<file path="config.mk">
export PLATFORM = sky130hd
export DESIGN_NAME = uart_with_fifos_and_irq_flags_top_flat
export DESIGN_NICKNAME = d
export VERILOG_FILES = /design/src/hdl/uwf_pkg.sv /design/src/hdl/uwf_if.sv /design/src/hdl/uwf_rx.sv /design/src/hdl/uart_with_fifos_and_irq_flags_top.sv /design/src/flat_wrapper.sv
export SDC_FILE = /design/constraint.sdc
export NUM_CORES = 1
export LEC_CHECK = 0
export ABC_AREA = 1
export BUFFER_PORTS_ARGS = -buffer_cell sky130_fd_sc_hd__buf_2
export CELL_PAD_IN_SITES_DETAIL_PLACEMENT = 0
export CELL_PAD_IN_SITES_GLOBAL_PLACEMENT = 2
export CORE_MARGIN = 2
export CORE_UTILIZATION = 42
export DETAILED_ROUTE_END_ITERATION = 16
export PLACE_DENSITY = 0.95
export SLEW_MARGIN = 20
export SYNTH_ARGS = -nofsm -noshare
export SYNTH_HDL_FRONTEND = slang
export SYNTH_SLANG_ARGS = --single-unit
</file>
<file path="constraint.sdc">
create_clock -name clk -period 9.3 [get_ports clk]
set_input_delay 1.395 -clock clk [delete_from_list [all_inputs] [get_ports clk]]
set_output_delay 1.395 -clock clk [all_outputs]
set_load 0.005 [all_outputs]
</file>
<file path="src/hdl/uwf_pkg.sv">
package uwf_pkg;

  localparam int FifoDepth = 16;
  localparam int PtrW = $clog2(FifoDepth);
  localparam int CntW = $clog2(FifoDepth + 1);

  typedef enum logic [1:0] {
    CMD_TICK  = 2'd0,
    CMD_PUSH  = 2'd1,
    CMD_POP   = 2'd2,
    CMD_CLEAR = 2'd3
  } cmd_t;

  typedef enum logic [2:0] {
    CFG_PERIOD  = 3'd0,
    CFG_NBITS   = 3'd1,
    CFG_PARITY  = 3'd2,
    CFG_RX_THR  = 3'd3,
    CFG_TX_THR  = 3'd4,
    CFG_IRQ_EN  = 3'd5
  } cfg_idx_t;

  localparam int FL_RXNE   = 0;
  localparam int FL_RXTHR  = 1;
  localparam int FL_RXFULL = 2;
  localparam int FL_OVF    = 3;
  localparam int FL_PAR    = 4;
  localparam int FL_FRAME  = 5;
  localparam int FL_TXE    = 6;
  localparam int FL_TXNF   = 7;
  localparam int FL_TXTHR  = 8;
  localparam int FL_DONE   = 9;
  localparam int FlagCount = 10;

  localparam logic [1:0] PAR_ODD  = 2'd1;
  localparam logic [1:0] PAR_EVEN = 2'd2;

  localparam int FalseStartBits = 20;

  typedef struct packed {
    logic [1:0] cmd;
    logic       rx_line;
    logic [7:0] tx_byte;
    logic [3:0] flag_index;
  } in_word_t;

  typedef struct packed {
    logic       tx_line;
    logic [7:0] rx_byte;
    logic       rx_byte_valid;
    logic       tx_room;
    logic [9:0] status_flags;
    logic       irq;
  } out_word_t;

  // receiver events handed to the flag logic
  typedef struct packed {
    logic deliver;
    logic parity_err;
    logic framing_err;
  } rx_evt_t;

endpackage

</file>
<file path="src/hdl/uwf_if.sv">
interface uwf_in_if;
  logic              valid;
  logic              ready;
  uwf_pkg::in_word_t data;
  modport source (output valid, output data, input ready);
  modport sink (input valid, input data, output ready);
endinterface

interface uwf_out_if;
  logic               valid;
  logic               ready;
  uwf_pkg::out_word_t data;
  modport source (output valid, output data, input ready);
  modport sink (input valid, input data, output ready);
endinterface

</file>
<file path="src/hdl/uwf_rx.sv">
module uwf_rx (
  input  logic             clk,
  input  logic             rst,
  input  logic             step,
  input  logic             line,
  input  logic [16:0]      period,
  input  logic [3:0]       nbits,
  input  logic [1:0]       parity_mode,
  output logic [7:0]       shift,
  output uwf_pkg::rx_evt_t evt
);

  typedef enum logic [2:0] {
    S_IDLE, S_HALF, S_DATA, S_PAR, S_STOP, S_WAIT, S_FALSE
  } rx_state_t;

  rx_state_t   state, state_next;
  logic [20:0] cnt, cnt_next;
  logic [3:0]  idx, idx_next;
  logic        par, par_next;
  logic [7:0]  shift_next;
  logic        prev;
  logic [20:0] dec;
  logic        done;
  logic [20:0] per21;
  logic [20:0] false_len;
  logic        par_on;

  assign per21 = {4'd0, period};
  // 20 * period = 16p + 4p
  assign false_len = (per21 << 4) + (per21 << 2);
  assign dec = (cnt != '0) ? cnt - 21'd1 : cnt;
  assign done = (dec == '0);
  assign par_on = (parity_mode == uwf_pkg::PAR_ODD) || (parity_mode == uwf_pkg::PAR_EVEN);

  always_comb begin
    state_next = state;
    cnt_next = cnt;
    idx_next = idx;
    par_next = par;
    shift_next = shift;
    evt = '0;
    case (state)
      S_IDLE: begin
        if (prev && !line) begin
          state_next = S_HALF;
          cnt_next = per21 >> 1;
        end
      end
      S_HALF: begin
        cnt_next = dec;
        if (done) begin
          if (line) begin
            state_next = S_FALSE;
            cnt_next = false_len;
          end else begin
            state_next = S_DATA;
            cnt_next = per21;
            idx_next = '0;
            shift_next = '0;
            par_next = 1'b0;
          end
        end
      end
      S_DATA: begin
        cnt_next = dec;
        if (done) begin
          if (line && idx < 4'd8) begin
            shift_next[idx[2:0]] = 1'b1;
            par_next = ~par;
          end
          idx_next = idx + 4'd1;
          cnt_next = per21;
          if (idx + 4'd1 >= nbits) state_next = par_on ? S_PAR : S_STOP;
        end
      end
      S_PAR: begin
        cnt_next = dec;
        if (done) begin
          par_next = par ^ line;
          if ((parity_mode == uwf_pkg::PAR_ODD && (par ^ line) == 1'b0) ||
              (parity_mode == uwf_pkg::PAR_EVEN && (par ^ line) == 1'b1))
            evt.parity_err = 1'b1;
          cnt_next = per21;
          state_next = S_STOP;
        end
      end
      S_STOP: begin
        cnt_next = dec;
        if (done) begin
          if (!line) begin
            evt.framing_err = 1'b1;
            state_next = S_WAIT;
          end else begin
            evt.deliver = 1'b1;
            state_next = S_IDLE;
          end
        end
      end
      S_WAIT: begin
        if (line) begin
          evt.deliver = 1'b1;
          state_next = S_IDLE;
        end
      end
      S_FALSE: begin
        cnt_next = dec;
        if (done) state_next = S_IDLE;
      end
      default: state_next = S_IDLE;
    endcase
    if (!step) evt = '0;
  end

  always_ff @(posedge clk) begin
    if (rst) begin
      state <= S_IDLE;
      cnt <= '0;
      idx <= '0;
      par <= 1'b0;
      shift <= '0;
      prev <= 1'b1;
    end else if (step) begin
      state <= state_next;
      cnt <= cnt_next;
      idx <= idx_next;
      par <= par_next;
      shift <= shift_next;
      prev <= line;
    end
  end

endmodule

</file>
<file path="src/hdl/uart_with_fifos_and_irq_flags_top.sv">
// uart with 16-entry receive and transmit fifos and ten sticky status flags
//
// in channel: one word per clock tick of the bit timer. it carries cmd (tick,
//   push tx byte, pop rx byte, clear flag), the rx line level, the byte to
//   push and the flag index to clear
// out channel: one word per input word: tx line, popped byte and its valid,
//   tx room, status flags and irq, all as they stand after that tick
// config: cfg_we / cfg_index / cfg_data write one register per cycle; the user
//   writes only while the block is idle, which the block itself does not enforce
//
// result: each result word is registered and appears in the cycle after its input word is accepted.
// throughput: one word per cycle unless stalled; every tick is handled by a
//   single pass of the access, rx and tx logic into the result register
// stalls: the result register holds while out.ready is low; in.ready is high
//   whenever the result register is empty or being taken, so a stalled
//   receiver stops the bit timer too (ticks are words)
// reset: fifos empty, receiver and transmitter idle with the line high,
//   flags tx empty, tx not full and tx threshold set, config at defaults
module uart_with_fifos_and_irq_flags_top (
  input  logic        clk,
  input  logic        rst,
  uwf_in_if.sink      in,
  uwf_out_if.source   out,
  input  logic        cfg_we,
  input  logic [2:0]  cfg_index,
  input  logic [15:0] cfg_data
);

  localparam int PW = uwf_pkg::PtrW;
  localparam int CW = uwf_pkg::CntW;
  localparam logic [CW-1:0] DEPTH = CW'(uwf_pkg::FifoDepth);

  // config registers
  logic [15:0] bit_period_ticks;
  logic [3:0]  data_bit_count;
  logic [1:0]  parity_mode;
  logic [4:0]  rx_level_threshold;
  logic [4:0]  tx_level_threshold;
  logic [9:0]  irq_enable_mask;

  always_ff @(posedge clk) begin
    if (rst) begin
      bit_period_ticks <= 16'd2604;
      data_bit_count <= 4'd8;
      parity_mode <= 2'd0;
      rx_level_threshold <= 5'd1;
      tx_level_threshold <= 5'd1;
      irq_enable_mask <= '0;
    end else if (cfg_we) begin
      case (cfg_index)
        uwf_pkg::CFG_PERIOD: bit_period_ticks <= cfg_data;
        uwf_pkg::CFG_NBITS:  data_bit_count <= cfg_data[3:0];
        uwf_pkg::CFG_PARITY: parity_mode <= cfg_data[1:0];
        uwf_pkg::CFG_RX_THR: rx_level_threshold <= cfg_data[4:0];
        uwf_pkg::CFG_TX_THR: tx_level_threshold <= cfg_data[4:0];
        uwf_pkg::CFG_IRQ_EN: irq_enable_mask <= cfg_data[9:0];
        default: ;
      endcase
    end
  end

  // clamped config
  logic [16:0] period;
  logic [3:0]  nbits;
  logic        par_on;
  assign period = (bit_period_ticks < 16'd2) ? 17'd2 : {1'b0, bit_period_ticks};
  assign nbits = (data_bit_count == 4'd0) ? 4'd1 :
                 (data_bit_count > 4'd8) ? 4'd8 : data_bit_count;
  assign par_on = (parity_mode == uwf_pkg::PAR_ODD) || (parity_mode == uwf_pkg::PAR_EVEN);

  // handshake
  logic step;
  assign in.ready = !out.valid || out.ready;
  assign step = in.valid && in.ready;

  uwf_pkg::in_word_t w;
  assign w = in.data;

  // fifos
  logic [7:0]    rx_mem [uwf_pkg::FifoDepth];
  logic [7:0]    tx_mem [uwf_pkg::FifoDepth];
  logic [PW-1:0] rx_head, rx_tail, tx_head, tx_tail;
  logic [CW-1:0] rx_cnt, tx_cnt;
  logic [9:0]    flags;

  // receiver
  logic [7:0]       rx_shift;
  uwf_pkg::rx_evt_t rx_evt;

  uwf_rx u_rx (
    .clk(clk), .rst(rst), .step(step), .line(w.rx_line),
    .period(period), .nbits(nbits), .parity_mode(parity_mode),
    .shift(rx_shift), .evt(rx_evt)
  );

  // transmitter
  typedef enum logic [2:0] {T_IDLE, T_START, T_DATA, T_PAR, T_STOP} tx_state_t;
  tx_state_t   tx_state, tx_state_next;
  logic [16:0] tx_tc, tx_tc_next;
  logic [3:0]  tx_idx, tx_idx_next;
  logic        tx_par, tx_par_next;
  logic [7:0]  tx_shift, tx_shift_next;
  logic        tx_level, tx_level_next;

  logic [9:0]    fl;
  logic          do_push, do_pop, rx_push, tx_take;
  logic [CW-1:0] rx_cnt_a, tx_cnt_a, rx_cnt_next, tx_cnt_next;
  logic [7:0]    popped;
  logic [16:0]   tx_dec;
  logic [3:0]    tx_idx_inc;

  assign popped = rx_mem[rx_head];
  assign tx_dec = (tx_tc != '0) ? tx_tc - 17'd1 : tx_tc;
  assign tx_idx_inc = tx_idx + 4'd1;

  always_comb begin
    fl = flags;
    do_push = 1'b0;
    do_pop = 1'b0;
    rx_cnt_a = rx_cnt;
    tx_cnt_a = tx_cnt;
    // access
    case (w.cmd)
      uwf_pkg::CMD_PUSH: begin
        if (tx_cnt < DEPTH) begin
          do_push = 1'b1;
          tx_cnt_a = tx_cnt + CW'(1);
          fl[uwf_pkg::FL_TXE] = 1'b0;
          if (tx_cnt_a >= DEPTH) fl[uwf_pkg::FL_TXNF] = 1'b0;
          if ({{(8-CW){1'b0}}, tx_cnt_a} > {3'd0, tx_level_threshold})
            fl[uwf_pkg::FL_TXTHR] = 1'b0;
        end
      end
      uwf_pkg::CMD_POP: begin
        if (rx_cnt != '0) begin
          do_pop = 1'b1;
          rx_cnt_a = rx_cnt - CW'(1);
          fl[uwf_pkg::FL_RXFULL] = 1'b0;
          if (rx_cnt_a == '0) fl[uwf_pkg::FL_RXNE] = 1'b0;
          if ({{(8-CW){1'b0}}, rx_cnt_a} < {3'd0, rx_level_threshold})
            fl[uwf_pkg::FL_RXTHR] = 1'b0;
        end
      end
      uwf_pkg::CMD_CLEAR: begin
        if (w.flag_index <= 4'd9) fl[w.flag_index] = 1'b0;
      end
      default: ;
    endcase
    // receiver events
    rx_push = 1'b0;
    rx_cnt_next = rx_cnt_a;
    if (rx_evt.parity_err) fl[uwf_pkg::FL_PAR] = 1'b1;
    if (rx_evt.framing_err) fl[uwf_pkg::FL_FRAME] = 1'b1;
    if (rx_evt.deliver) begin
      if (rx_cnt_a >= DEPTH) fl[uwf_pkg::FL_OVF] = 1'b1;
      else begin
        rx_push = 1'b1;
        rx_cnt_next = rx_cnt_a + CW'(1);
      end
      fl[uwf_pkg::FL_RXNE] = 1'b1;
      if ({{(8-CW){1'b0}}, rx_cnt_next} >= {3'd0, rx_level_threshold})
        fl[uwf_pkg::FL_RXTHR] = 1'b1;
      if (rx_cnt_next >= DEPTH) fl[uwf_pkg::FL_RXFULL] = 1'b1;
    end
    // transmitter
    tx_state_next = tx_state;
    tx_tc_next = tx_tc;
    tx_idx_next = tx_idx;
    tx_par_next = tx_par;
    tx_shift_next = tx_shift;
    tx_level_next = tx_level;
    tx_take = 1'b0;
    tx_cnt_next = tx_cnt_a;
    if (tx_state != T_IDLE) begin
      tx_tc_next = tx_dec;
      if (tx_dec == '0) begin
        tx_tc_next = period;
        case (tx_state)
          T_START: begin
            tx_idx_next = '0;
            tx_level_next = tx_shift[0];
            tx_par_next = tx_shift[0];
            tx_state_next = T_DATA;
          end
          T_DATA: begin
            tx_idx_next = tx_idx_inc;
            if (tx_idx_inc < nbits && tx_idx_inc < 4'd8) begin
              tx_level_next = tx_shift[tx_idx_inc[2:0]];
              tx_par_next = tx_par ^ tx_shift[tx_idx_inc[2:0]];
            end else if (par_on) begin
              tx_level_next = (parity_mode == uwf_pkg::PAR_ODD) ? ~tx_par : tx_par;
              tx_state_next = T_PAR;
            end else begin
              tx_level_next = 1'b1;
              tx_state_next = T_STOP;
            end
          end
          T_PAR: begin
            tx_level_next = 1'b1;
            tx_state_next = T_STOP;
          end
          default: begin
            if (tx_cnt_a == '0) fl[uwf_pkg::FL_DONE] = 1'b1;
            tx_level_next = 1'b1;
            tx_state_next = T_IDLE;
          end
        endcase
      end
    end
    if (tx_state_next == T_IDLE && tx_cnt_a != '0) begin
      tx_take = 1'b1;
      tx_cnt_next = tx_cnt_a - CW'(1);
      // a byte pushed this tick into an empty fifo bypasses the store
      tx_shift_next = (tx_cnt == '0) ? w.tx_byte : tx_mem[tx_head];
      fl[uwf_pkg::FL_TXNF] = 1'b1;
      if ({{(8-CW){1'b0}}, tx_cnt_next} <= {3'd0, tx_level_threshold})
        fl[uwf_pkg::FL_TXTHR] = 1'b1;
      if (tx_cnt_next == '0) fl[uwf_pkg::FL_TXE] = 1'b1;
      tx_level_next = 1'b0;
      tx_state_next = T_START;
      tx_tc_next = period;
    end
  end

  always_ff @(posedge clk) begin
    if (step && do_push) tx_mem[tx_tail] <= w.tx_byte;
    if (step && rx_push) rx_mem[rx_tail] <= rx_shift;
  end

  // state and result register
  always_ff @(posedge clk) begin
    if (rst) begin
      rx_head <= '0; rx_tail <= '0; rx_cnt <= '0;
      tx_head <= '0; tx_tail <= '0; tx_cnt <= '0;
      flags <= 10'd448;
      tx_state <= T_IDLE;
      tx_tc <= '0;
      tx_idx <= '0;
      tx_par <= 1'b0;
      tx_shift <= '0;
      tx_level <= 1'b1;
      out.valid <= 1'b0;
    end else begin
      if (step) begin
        if (do_push) tx_tail <= tx_tail + PW'(1);
        if (tx_take) tx_head <= tx_head + PW'(1);
        if (do_pop) rx_head <= rx_head + PW'(1);
        if (rx_push) rx_tail <= rx_tail + PW'(1);
        rx_cnt <= rx_cnt_next;
        tx_cnt <= tx_cnt_next;
        flags <= fl;
        tx_state <= tx_state_next;
        tx_tc <= tx_tc_next;
        tx_idx <= tx_idx_next;
        tx_par <= tx_par_next;
        tx_shift <= tx_shift_next;
        tx_level <= tx_level_next;
        out.valid <= 1'b1;
      end else if (out.ready) begin
        out.valid <= 1'b0;
      end
    end
  end

  always_ff @(posedge clk) begin
    if (step) begin
      out.data.tx_line <= tx_level_next;
      out.data.rx_byte <= do_pop ? popped : 8'd0;
      out.data.rx_byte_valid <= do_pop;
      out.data.tx_room <= tx_cnt_next < DEPTH;
      out.data.status_flags <= fl;
      out.data.irq <= |(fl & irq_enable_mask);
    end
  end

  // fifo counts never exceed the depth
  a_rx_cnt: assert property (@(posedge clk) disable iff (rst) rx_cnt <= DEPTH)
    else $error("rx count overflow");
  a_tx_cnt: assert property (@(posedge clk) disable iff (rst) tx_cnt <= DEPTH)
    else $error("tx count overflow");
  // idle transmitter keeps the line high
  a_tx_idle: assert property (@(posedge clk) disable iff (rst)
    tx_state == T_IDLE |-> tx_level)
    else $error("tx line low while idle");
  // a result without a step keeps its valid until taken
  a_out_hold: assert property (@(posedge clk) disable iff (rst)
    out.valid && !out.ready |=> out.valid)
    else $error("result dropped");

endmodule

</file>
<file path="src/flat_wrapper.sv">
// flat-port wrapper written by rule: the top's interface ports become plain ports
module uart_with_fifos_and_irq_flags_top_flat 
  (clk, rst, cfg_we, cfg_index, cfg_data, in_valid, in_data, in_ready, out_valid, out_data, out_ready);
  uwf_in_if in_i ();
  uwf_out_if out_i ();
  input  logic clk;
  input  logic rst;
  input  logic cfg_we;
  input  logic [2:0] cfg_index;
  input  logic [15:0] cfg_data;
  input wire logic [$bits(in_i.valid)-1:0] in_valid;
  input wire logic [$bits(in_i.data)-1:0] in_data;
  output wire logic [$bits(in_i.ready)-1:0] in_ready;
  output wire logic [$bits(out_i.valid)-1:0] out_valid;
  output wire logic [$bits(out_i.data)-1:0] out_data;
  input wire logic [$bits(out_i.ready)-1:0] out_ready;
  assign in_i.valid = in_valid;
  assign in_i.data = in_data;
  assign in_ready = in_i.ready;
  assign out_valid = out_i.valid;
  assign out_data = out_i.data;
  assign out_i.ready = out_ready;
  uart_with_fifos_and_irq_flags_top u_core (.clk(clk), .rst(rst), .in(in_i), .out(out_i), .cfg_we(cfg_we), .cfg_index(cfg_index), .cfg_data(cfg_data));
endmodule
</file>
=== Yosys cells after proc, flatten, opt, wreduce, memory -nomap -nowiden ===
Memory sizes are Yosys's and may differ from the RTL's. A register that Yosys moved wholly into a read port is not among the register bits.
Index checks and enable logic that the tools add are counted.

* Add/subtract/negate cells: 13
* Magnitude comparators: 21
* Eq/ne operators: 30
* Muxes and demuxes: 119
* Bitwise operators: 9
* Reduce and logical (&&, ||, !) cells: 61

{| class="wikitable"
|+ Operators by type and width
! operator !! count
|-
| $mux W21 || 5
|-
| $pmux W21 S4 || 1
|-
| $mux W17 || 4
|-
| $mux W3 || 20
|-
| $mux W1 || 52
|-
| $mux W5 || 8
|-
| $mux W8 || 5
|-
| $mux W4 || 8
|-
| $add A4 B1 Y4 const B || 6
|-
| $reduce_and A2 Y1 || 12
|-
| $add A21 B19 Y21 || 1
|-
| $logic_not A21 Y1 || 1
|-
| $pmux W3 S7 || 1
|-
| $reduce_bool A21 Y1 || 1
|-
| $sub A21 B1 Y21 const B || 1
|-
| $and A10 B10 Y10 || 2
|-
| $logic_not A5 Y1 || 4
|-
| $ne A2 B2 Y1 const B || 10
|-
| $eq A3 B2 Y1 const B || 6
|-
| $logic_not A17 Y1 || 1
|-
| $reduce_bool A17 Y1 || 1
|-
| $sub A17 B1 Y17 const B || 1
|-
| $lt A16 B2 Y1 const B || 1
|-
| $mux W16 || 1
|-
| other kinds (54) || 100
|}

* Register bits after elaboration: 165
* Bits in writable memories: 256
* Input port bits: 39
* Output and inout port bits: 24
* Logic and storage cells: 286
* Memories kept: 2

{| class="wikitable"
|+ Memories
! name !! words !! width !! read ports !! clocked after Yosys merged registers in !! wr ports !! RTL line !! RTL
|-
| u_core.rx_mem || 16 || 8 || 1 || 1 || 1 || uart_with_fifos_and_irq_flags_top.sv:80 || <nowiki>logic [7:0] rx_mem [uwf_pkg::FifoDepth];</nowiki>
|-
| u_core.tx_mem || 16 || 8 || 1 || 1 || 1 || uart_with_fifos_and_irq_flags_top.sv:81 || <nowiki>logic [7:0] tx_mem [uwf_pkg::FifoDepth];</nowiki>
|}

=== Depth between registers and ports, before layout ===
* Depth in word-level cells: 15
* Mapped depth: 24
* Gate-level depth less buffers: 24

=== By module ===
Synthesis repeated with hierarchy kept, for this count alone.

* Cell total of the unflattened synthesis: 2636
* Area, all modules: 22343.9 um2

{| class="wikitable"
|+ Modules (own cells, without submodules)
! module !! times used !! cells each !! area an instance (um2)
|-
| uart_with_fifos_and_irq_flags_top || 1 || 1910 || 18153.7
|-
| uwf_rx || 1 || 726 || 4190.3
|}

=== Worst setup path before layout ===
No wires, ideal clock.

* Kind: input to register
* Start point: input in_data[14]
* End point: register u_core.out.data[0] (netlist name)
* Library setup time: 260 ps
* Arrival: 3598 ps
* Setup slack: 5442 ps
* Stages: 19
* Path through: inv_1 -> nor2_1 -> nand2_1 -> o21ai_0 -> inv_1 -> ha_1 -> nand2_1 -> o21ai_0 -> ha_1 -> a21oi_1 -> o21bai_1 -> a21oi_1 -> o21bai_1 -> nand3_1 -> nand2_1 -> nand2_1 -> nand3_1 -> nor2_1 -> nand3_1

* Longest elaborated chain between the ends: 10
* Elaborated cells between the ends (all ways): 36
* Those cells by class: add/sub: 2; order compare: 4; eq/ne: 3; mux: 21; bitwise: 1; reduce/logical: 5

{| class="wikitable"
|+ Ends and longest elaborated chain
! what !! RTL line !! RTL
|-
| from (decl) || flat_wrapper.sv:12 || <nowiki>input wire logic [$bits(in_i.data)-1:0] in_data;</nowiki>
|-
| $eq A2 B2 Y1 || uart_with_fifos_and_irq_flags_top.sv:123 || <nowiki>case (w.cmd)</nowiki>
|-
| $mux W5 || uart_with_fifos_and_irq_flags_top.sv:123 ||
|-
| $add A5 B1 Y5 or $ge A5 B5 Y1 (tied branches) || uart_with_fifos_and_irq_flags_top.sv:158, uart_with_fifos_and_irq_flags_top.sv:155 ||
|-
| $mux W5 || uart_with_fifos_and_irq_flags_top.sv:155 || <nowiki>if (rx_cnt_a >= DEPTH) fl[uwf_pkg::FL_OVF] = 1'b1;</nowiki>
|-
| $mux W5 || uart_with_fifos_and_irq_flags_top.sv:154 || <nowiki>if (rx_evt.deliver) begin</nowiki>
|-
| $ge A5 B5 Y1 || uart_with_fifos_and_irq_flags_top.sv:161 || <nowiki>if ({{(8-CW){1'b0}}, rx_cnt_next} >= {3'd0, rx_level_threshold})</nowiki>
|-
| $mux W1 || uart_with_fifos_and_irq_flags_top.sv:161 ||
|-
| $mux W4 (*) || uart_with_fifos_and_irq_flags_top.sv:154 ||
|-
| via u_core.fl[1] || uart_with_fifos_and_irq_flags_top.sv:105 || <nowiki>logic [9:0] fl;</nowiki>
|-
| $and A10 B10 Y10 (*) || uart_with_fifos_and_irq_flags_top.sv:272 || <nowiki>out.data.irq <= |(fl & irq_enable_mask);</nowiki>
|-
| $reduce_or A10 Y1 (*) || uart_with_fifos_and_irq_flags_top.sv:272 ||
|}

The timed path passes the listed nets; every way through them passes the cells marked *. The select of a mux whose other input is x is not followed.
A chain may end at the register's enable or synchronous reset.

=== Final worst setup path ===
* Start point: register u_core.u_rx.cnt[0]
* End point: memory u_core.rx_mem[4][6], enable pin

* Longest elaborated chain between the ends: 10
* Elaborated cells between the ends (all ways): 11
* Those cells by class: add/sub: 1; mux: 7; reduce/logical: 3

{| class="wikitable"
|+ Ends and longest elaborated chain
! what !! RTL line !! RTL
|-
| from (decl) || uwf_rx.sv:18 || <nowiki>logic [20:0] cnt, cnt_next;</nowiki>
|-
| from (signal assigned) || uwf_rx.sv:125 || <nowiki>cnt <= cnt_next;</nowiki>
|-
| $sub A21 B1 Y21 or $reduce_bool A21 Y1 (tied branches) || uwf_rx.sv:32 || <nowiki>assign dec = (cnt != '0) ? cnt - 21'd1 : cnt;</nowiki>
|-
| $mux W21 (*) || uwf_rx.sv:32 ||
|-
| $logic_not A21 Y1 (*) || uwf_rx.sv:33 || <nowiki>assign done = (dec == '0);</nowiki>
|-
| $mux W1 (*) || uwf_rx.sv:90 || <nowiki>if (done) begin</nowiki>
|-
| $pmux W1 S2 (*) || uwf_rx.sv:43 || <nowiki>case (state)</nowiki>
|-
| $mux W3 (*) || uwf_rx.sv:112 || <nowiki>if (!step) evt = '0;</nowiki>
|-
| $mux W1 (*) || uart_with_fifos_and_irq_flags_top.sv:154 ||
|-
| $logic_and A1 B1 Y1 (*) || uart_with_fifos_and_irq_flags_top.sv:227 || <nowiki>if (step && rx_push) rx_mem[rx_tail] <= rx_shift;</nowiki>
|-
| $mux W1 (*) || uart_with_fifos_and_irq_flags_top.sv:227 ||
|-
| $mux W1 (implied by the code) (*) || uart_with_fifos_and_irq_flags_top.sv:227 ||
|-
| to (decl) || uart_with_fifos_and_irq_flags_top.sv:80 ||
|}

Mark *: on every way between the ends. The rest lies on a longest branch, timed or not.

==> flow_summary.ini <==
[status]
status = finished clean

[drt]
wl_mm = 61.4
wl_per_cell_um = 18.5
viasPerCell = 5.50
vias = 18221
drtIter0Drc = 1436
dr.pass1.iters = 5
drc = 0
antenna_left = 0

[synth]
synth_area_um2 = 22000
synth-edff-count = 278
syn_inst = 2588
ys_seq_area_share_pct = 51.9
synth_nets = 2694
ys_warn_count = 0
synth_cell_types = 55
ys.flop_type = edfxtp_1
ys_ff_latch = 433
synth_area_per_cell_um2 = 8.52
synthArstFlopShare_pct = 0

[clock_network]
clock-root-buffer = clkbuf_16
htreeDepth = 2
cts_tree = yes
ctsResizeCount = 0
clock_sinks = 433
cts-hold-fix-buffers = 0
clock_path_buffers = 3
clk_pin_slew_ns = 0.06
clk_latency_ns = 0.60
cts_buffers = 48
post_cts_buffers = 0

[power]
power.share.sequential_pct = 36.6
irDropWorstVdd_mv = 0.157
p_switching_w = 0.00221
p_leak_nw = 9.68
power_frac_comb_pct = 30.8
powerDensity_nw_per_um2 = 247
p_int_w = 0.00384
swShare_pct = 36.5
clockPowerShare_pct = 32.6

[setup_path]
cp_data_required_time_ns = 9.52
path_class = register to register
r2r_setup_slack_ns = 5.09
r2r_start = u_core.u_rx.cnt[0]$_SDFFE_PP0P_
arrival_ns = 4.43
r2r_end = u_core.rx_mem[4][6]$_DFFE_PP_
cp-start-kind = register
critPathCaptureType = register
reg2regPathDepth = 16
cp_max_fo = 25

[sta]
finalSetupViolations = 0
worst_pin_slew_ns = 1.08
final_hold_viol_count = 0
holdWs_ns = 0.467
drv_slew = 0
rsz0062_at_grt = false
fin_crit_sh_pct = 45.3
max_freq_mhz = 237
final.setup.worst_slack_ns = 5.09
tns_ns = 0
finalClockSkew_ns = 0.0184
slew_headroom_pct = 27.7
fin_crit_ns = 4.21

[die]
core_area_um2 = 51600
die_w_um = 233
dieArea_um2 = 54300
io_pins = 63
rows = 83
die_h_um = 233
start_util_pct = 42.7

[job]
max-cap-violations = 0

[global_routing]
grt_max_degree = 77
overflow = 0
grt_usage_pct = 22.6
grt_pass1_vias = 16948
grt_pass1_wl_mm = 95.8
antenna_found_initial = 0

[min_path]
hp-class = register to register
holdPathStages = 2
hp-start = u_core.data_bit_count[0]$_SDFFE_PP0P_
hold-path-endpoint = u_core.data_bit_count[0]$_SDFFE_PP0P_

[final_layout]
postLayoutCoreUtil_pct = 47.4
layout_common_cells = 455 x nand2_1, 382 x nor2_1, 323 x o21ai_0
n_antenna_cell = 0
final_cells = 3314
final_common_cell = nand2_1
drive_gt1_share_pct = 7.82
nets = 2700
syn2layout_area_growth_pct = 11.0

[placed_design]
dpl.hpwl_mm = 42.3
place.gp.congestion = 0.866
place_ws_ns = 4.57
place_inst = 3224
port_buffers = 62
==> layout make-up <==
class / instances / area, µm²
fill: 4979 / 27200
clock buffer: 66 / 1350
clock inverter: 24 / 302
inverter: 241 / 905
tap: 680 / 851
sequential: 433 / 11500
multi-input combinational: 1796 / 9200
timing repair buffer: 74 / 400
==> Yosys cell counts (all sizes together) (16+ instances only) <==
library cell  instances  area (µm²)
o211ai               19         143
dfxtp               155        3100
o21ai               326        1630
o22ai                34         213
ha                   66         826
o221ai               40         350
a21oi               167         847
inv                 236         886
buf                  18         118
edfxtp              278        8350
nand3               129         686
nand2               474        1850
xor2                 25         219
nor2                404        1640
nand4                26         169
clkbuf              100         375
nor3                 16        80.1
==> per-layer routing <==
layer,routed length (µm),up-vias,part of all wire [%],GRT usage (%)
met3,3700,98,6.0,3.45
met5,0,-,0,0
met4,1330,0,2.2,5.97
met1,28400,8699,46,32.2
li1,-,8866,-,-
met2,28000,558,46,35.8
==> worst max-delay path, cell delays in order (launching register included) <==
cell and delay [ns]:
dfxtp_1 0.33, inv_1 0.10, ha_1 0.33, nand2_2 0.16, nor2_4 0.23, nand3_4 0.29, nand3_1 0.35, nand2_1 0.10
nor2_1 0.12, nand2_1 0.07, nor2_2 0.21, nand2_4 0.21, nand2_4 0.16, nand2_4 0.09, nor2_4 0.20, nand2_1 0.24
nor2_1 0.63
==> flip-flops by register name, indices dropped and copies added (netlist names), 4 cells and up, named ones only <==
signal                     cells
u_core.tx_shift                8
u_core.rx_level_threshold      5
u_core.tx_mem                128
u_core.u_rx.idx                4
u_core.u_rx.shift              8
u_core.bit_period_ticks       16
u_core.rx_tail                 4
u_core.tx_head                 4
u_core.tx_tail                 4
u_core.rx_head                 4
u_core.tx_cnt                  5
u_core.tx_level_threshold      5
u_core.rx_mem                128
u_core.tx_tc                  17
u_core.irq_enable_mask        10
u_core.flags                  10
u_core.out.data               22
u_core.tx_idx                  4
u_core.data_bit_count          4
u_core.u_rx.cnt               21
u_core.rx_cnt                  5
==> kinds of logic (layout without fill, tap and decap cells) <==
family,count (synthesis),in the layout,synth area share [%]
simple gates,1064,1064,20.5
xor+xnor,35,35,1.39
mux,4,4,0.182
compound gates,626,626,15.8
buf+inv,359,405,6.34
flops,433,433,51.9
fa+ha+maj,67,67,3.84
==> power by group through the flow <==
| stage | clock network (W) | logic, W | registers [W] |
|---|---|---|---|
| global route | 0.00208 | 0.00212 | 0.00222 |
| finish | 0.00197 | 0.00187 | 0.00221 |
| detailed placement | 0 | 0.00184 | 0.00225 |
| floorplan | 0 | 0.00140 | 0.00222 |
| global placement | 0 | 0.00183 | 0.00225 |
| CTS | 0.00200 | 0.00185 | 0.00221 |
==> worst max path at each step <==
stage                                                from  depth (start not counted)                            end
final                     u_core.u_rx.cnt[0]$_SDFFE_PP0P_                         16  u_core.rx_mem[4][6]$_DFFE_PP_
after CTS                 u_core.u_rx.cnt[0]$_SDFFE_PP0P_                         16  u_core.rx_mem[4][4]$_DFFE_PP_
after global placement                        in_data[14]                         20   u_core.out.data[0]$_DFFE_PP_
after floorplan                               in_data[14]                         19   u_core.out.data[0]$_DFFE_PP_
after global routing                          in_data[14]                         20   u_core.out.data[0]$_DFFE_PP_
after detailed placement                      in_data[14]                         20   u_core.out.data[0]$_DFFE_PP_
==> per-stage QoR <==
stage               total power, W  area, µm²
finish                     0.00605      24500
floorplan                  0.00361      22000
CTS                        0.00607      24500
detailed placement         0.00410      22800
global placement           0.00408      22800
global route               0.00642      24500
(Power assumes the default switching activity.)
